File: src/rtl/fpl_pkg.sv
package fpl_pkg;

  localparam int DATA_W = 32;
  localparam int FRAC_W = 16;
  // 4*centre minus four neighbours of 32 bits fits in 36 bits, signed
  localparam int SUM_W = DATA_W + 4;
  localparam int GW_W = 11;
  localparam int GH_W = 16;
  localparam int CFG_ADDR_W = 2;
  localparam int CFG_DATA_W = 32;

  localparam logic [DATA_W-1:0] INV_H2_RESET = 32'h0001_0000;

  typedef enum logic [CFG_ADDR_W-1:0] {
    CFG_GRID_WIDTH  = 2'd0,
    CFG_GRID_HEIGHT = 2'd1,
    CFG_INV_H2      = 2'd2
  } cfg_reg_t;

  typedef struct packed {
    logic emit;
    logic last;
  } item_flags_t;

endpackage

File: src/rtl/fpl_scale.sv
module fpl_scale (
  input  logic                               clk,
  input  logic                               load,
  input  logic signed [fpl_pkg::SUM_W-1:0]   sum_in,
  input  logic        [fpl_pkg::DATA_W-1:0]  inv_h2,
  output logic signed [fpl_pkg::DATA_W-1:0]  result
);
  import fpl_pkg::*;

  localparam int HALF_W = DATA_W / 2;
  localparam int PROD_W = SUM_W + HALF_W + 1;
  localparam int TOT_W = PROD_W + 1;
  localparam logic signed [TOT_W-1:0] RND_HALF = TOT_W'(1) <<< (FRAC_W - 1);

  logic signed [HALF_W:0]   inv_hi;
  logic signed [HALF_W:0]   inv_lo;
  logic signed [PROD_W-1:0] prod_hi;
  logic signed [PROD_W-1:0] prod_lo;
  logic signed [PROD_W-1:0] prod_hi_r;
  logic signed [PROD_W-1:0] prod_lo_r;
  logic signed [TOT_W-1:0]  lo_rnd;
  logic signed [TOT_W-1:0]  total;
  logic                     ovf;

  // split the scale into halves so each multiply stays near 36x17
  assign inv_hi  = $signed({1'b0, inv_h2[DATA_W-1:HALF_W]});
  assign inv_lo  = $signed({1'b0, inv_h2[HALF_W-1:0]});
  assign prod_hi = sum_in * inv_hi;
  assign prod_lo = sum_in * inv_lo;

  always_ff @(posedge clk) begin
    if (load) begin
      prod_hi_r <= prod_hi;
      prod_lo_r <= prod_lo;
    end
  end

  // round half up: floor((lo + 2^15) / 2^16), then add the integer part
  assign lo_rnd = (TOT_W'(prod_lo_r) + RND_HALF) >>> FRAC_W;
  assign total  = TOT_W'(prod_hi_r) + lo_rnd;
  assign ovf    = !((&total[TOT_W-1:DATA_W-1]) || !(|total[TOT_W-1:DATA_W-1]));

  always_comb begin
    if (ovf) begin
      result = total[TOT_W-1] ? {1'b1, {(DATA_W-1){1'b0}}} : {1'b0, {(DATA_W-1){1'b1}}};
    end else begin
      result = total[DATA_W-1:0];
    end
  end

endmodule

File: config.mk
export PLATFORM = sky130hd
export DESIGN_NAME = fpl_scale
export DESIGN_NICKNAME = d
export VERILOG_FILES = /design/src/rtl/fpl_pkg.sv /design/src/rtl/fpl_scale.sv
export SDC_FILE = /design/constraint.sdc
export NUM_CORES = 2
export LEC_CHECK = 0
export ABC_AREA = 1
export CORE_MARGIN = 5
export CORE_UTILIZATION = 25
export CTS_CLUSTER_SIZE = 28
export DETAILED_ROUTE_END_ITERATION = 16
export DONT_BUFFER_PORTS = 1
export PLACE_DENSITY = 0.44
export SYNTH_ARGS = -nofsm -noshare
export SYNTH_HDL_FRONTEND = slang
export SYNTH_SLANG_ARGS = --single-unit
File: constraint.sdc
create_clock -name clk -period 6.8 [get_ports clk]
set_input_delay 1.36 -clock clk [delete_from_list [all_inputs] [get_ports clk]]
set_output_delay 1.36 -clock clk [all_outputs]
set_load 0.05 [all_outputs]
==> summary.md <==
| Metric | Value |
|---|---|
| Status | `completed` |
| Syn Area/Cell | `7.41 um2` |
| Max-cap viol count | `0` |
| Starting density of the core | `25.1%` |
| Nature of the critical path startpoint | `input port` |
| PortBufs | `0` |
| Crit Path Class | `in -> reg` |
| Largest net degree at the start of global routing | `92` |
| Largest fanout on the critical path | `36` |
| Worst setup EP type | `flop` |
| HPWL Detailed | `134 mm` |
| Routed vias | `40900` |
| Via count of the first global-routing pass | `43900` |
| Synth top area share | `43.5%` |
| Hold Path Stages | `0` |
| Fmax achieved | `151 MHz` |
| Wirelength per Cell | `17.8 um` |
| Slew headroom | `60.7%` |
| Synthesis warning total | `0` |
| Synth-to-Final Area Change | `11.8%` |
| Hold Path Class | `in -> reg` |
| Fin crit share | `97.2%` |
| Initial DRC Count | `2228` |
| First-pass GRT wire length | `262 mm` |
| GR Overflow Total | `0` |
| Pre-Repair DR Iteration Count | `8` |
| Drt total wl | `169 mm` |
| Met3 Resource Use GR | `1.62%` |
| Final setup margin | `0.193 ns` |
| Synth Cell Area | `50200 um2` |
| Die Y | `458 um` |
| CP max stage delay | `0.58 ns` |
| Area leader, netlist | `fa_1` |
| Site Rows | `164` |
| Gr busiest metal | `met2` |
| Routability cong. | `0.878` |
| Syn nets | `8230` |
| Setup TNS | `0 ns` |
| Ranking of synthesized cells by area | `fa_1 43%, inv_1 16%, nand2_1 14%` |
| Fin crit period | `6.61 ns` |
| Yosys reg bits | `91` |
| Reg clk slew, reported paths | `0.07 ns` |
| Final number of setup-violating endpoints | `0` |
| Clk Tree Root Cell | `clkbuf_16` |
| CTS Buf Count | `9` |
| Post-place setup slack | `-0.214 ns` |
| Critical Path AT | `6.73 ns` |
| Yosys cell types | `46` |
| Initial antenna violation count | `1` |
| Antenna-violating nets left | `0` |
| Max clock buf depth | `2` |
| GRT Util Overall | `16.0%` |
| GRT met1 Usage | `22.0%` |
| CP cell instances | `nand2_1, inv_1, fa_1, inv_1, fa_1, fa_1, inv_1, fa_1, fa_1, inv_1, fa_1, inv_1, ha_1, buf_4, nand2_1, nor2_1, inv_1, nor4_2, buf_4, nand3_1, nand3_1, nand3_1, nand2_1, xor2_1` |
| Final net count | `8279` |
| Via density | `4.31` |
| Total core area | `200000 um2` |
| Crit path required time | `6.93 ns` |
| Clock sink count | `91` |
| DRC Markers | `0` |
| Die area | `210000 um2` |
| GRT met2 Usage | `27.8%` |
| Worst hold endpoint | `prod_lo_r[15]` |
| Worst slew pin tran | `0.583 ns` |
| Hold Crit Start | `load` |
| Die Wd | `458 um` |
| Cells after Synth | `6769` |
| EDFF count, synth | `91` |
| Final Hold Vio Count | `0` |
| Critical Path Slowest Stage Cell | `fa_1` |
| IO Pins | `102` |
| Slew Limit Fails | `0` |
| Asr flop ratio synth | `0%` |
| Share of cells above drive strength 1 | `7.47%` |
| CTS tree | `built` |
| Htree depth | `3` |
| Post-synthesis sequential area ratio | `5.45%` |
| Primary FF master, synth | `edfxtp_1` |
cells in the final DEF (no fill, tap or decap), drive strengths merged, types with 3 or more instances in the layout:
cell type  instances
o21ai             85
o311ai             3
o211ai             5
o21bai            11
buf              279
ha               302
nand3b             5
edfxtp            91
nand2           1913
o221ai             4
xor2              95
nor3              41
nand3            115
a21boi             4
o21a              17
nor4              10
nor2             260
fa              1089
a21oi            193
nand4             31
inv             2128
o2111ai            3
a31oi             41
clkinv             4
xnor2             68
clkbuf            11
logic make-up (layout without fill, tap and decap cells):
kind of cell             count (synthesis)  count (layout)  synth area share [%]
buffers and inverters                 2370            2423                  17.8
XOR/XNOR                               163             163                  2.85
AO/OA/AOI/OAI                          373             373                  4.12
AND/OR/NAND/NOR                       2381            2382                  18.8
flip-flops                              91              91                  5.45
other                                    0               1                     0
adder cells (fa/ha/maj)               1391            1391                  51.0
worst max-delay path: cells and delay by family:
kind,cells,cell delay (ns)
XOR/XNOR,1,0.06
adder cells (fa/ha/maj),7,3.47
buffers and inverters,8,0.73
AND/OR/NAND/NOR,8,1.05
worst max path at each step:
stage | slack, ns | from | endpoint | cells after the start
after floorplan | 0.0003 | inv_h2[20] | prod_hi_r[33] | 21
after global placement | -0.26 | inv_h2[22] | prod_hi_r[45] | 24
after detailed placement | -0.21 | inv_h2[22] | prod_hi_r[45] | 24
after CTS | 0.004 | prod_lo_r[16] | result[1] | 34
after global routing | -0.07 | prod_lo_r[16] | result[26] | 33
final | 0.19 | inv_h2[22] | prod_hi_r[45] | 24
cells in the mapped netlist (4+ instances only):
library cell	instances
nor2_2	18
ha_1	302
nand3_2	8
inv_1	2116
nand2_2	5
o21bai_1	11
inv_2	7
xnor2_1	68
nand3b_1	5
nand3_1	107
o211ai_1	5
nor3_1	39
nand2_1	1906
xor2_1	95
a31oi_1	41
o21ai_0	84
nor4_1	9
fa_1	1089
clkbuf_1	238
o21a_1	17
a21oi_1	193
nand4_1	31
o221ai_1	4
buf_6	6
nor2_1	242
edfxtp_1	91
stage by stage:
step,std cells,hold WS [ns],cell area (um2),util [%]
final,9480,1.11,56100,28.1
after floorplan,6769,1.47,50200,-
after global placement,9449,1.52,54600,27.3
after CTS,9465,1.13,54900,27.5
after detailed placement,9449,1.52,54600,27.3
after global routing,9480,1.09,56100,28.1
registers in the layout, summed over array words and instances, names as in the netlist:
signal / flops
prod_lo_r: 38
prod_hi_r: 53
routing by layer:
| metal | routed length (um) | part of all wire [%] |
|---|---|---|
| met1 | 76800 | 46 |
| met5 | 0 | 0 |
| met2 | 82000 | 49 |
| met3 | 7410 | 4.4 |
| met4 | 2570 | 1.5 |
final cells by class:
cell class | instances | area [um2]
antenna | 1 | 2.50
clock buffer | 9 | 225
clock inverter | 7 | 83.8
fill | 21800 | 144000
inverter | 2126 | 7980
multi-input combinational | 4309 | 39400
sequential | 91 | 2730
tap | 2656 | 3320
timing repair buffer | 281 | 2270
timing repair:
action	CTS	global route
gates cloned	0	4
pin swaps	0	52
setup buffers	0	11
hold buffers	0	0
endpoints found under the setup margin	31	42
gates resized for setup	17	236
Power is left out: the tool's default activity adds up to more than one toggle a clock period on the data nets, which glitch-free logic cannot reach.
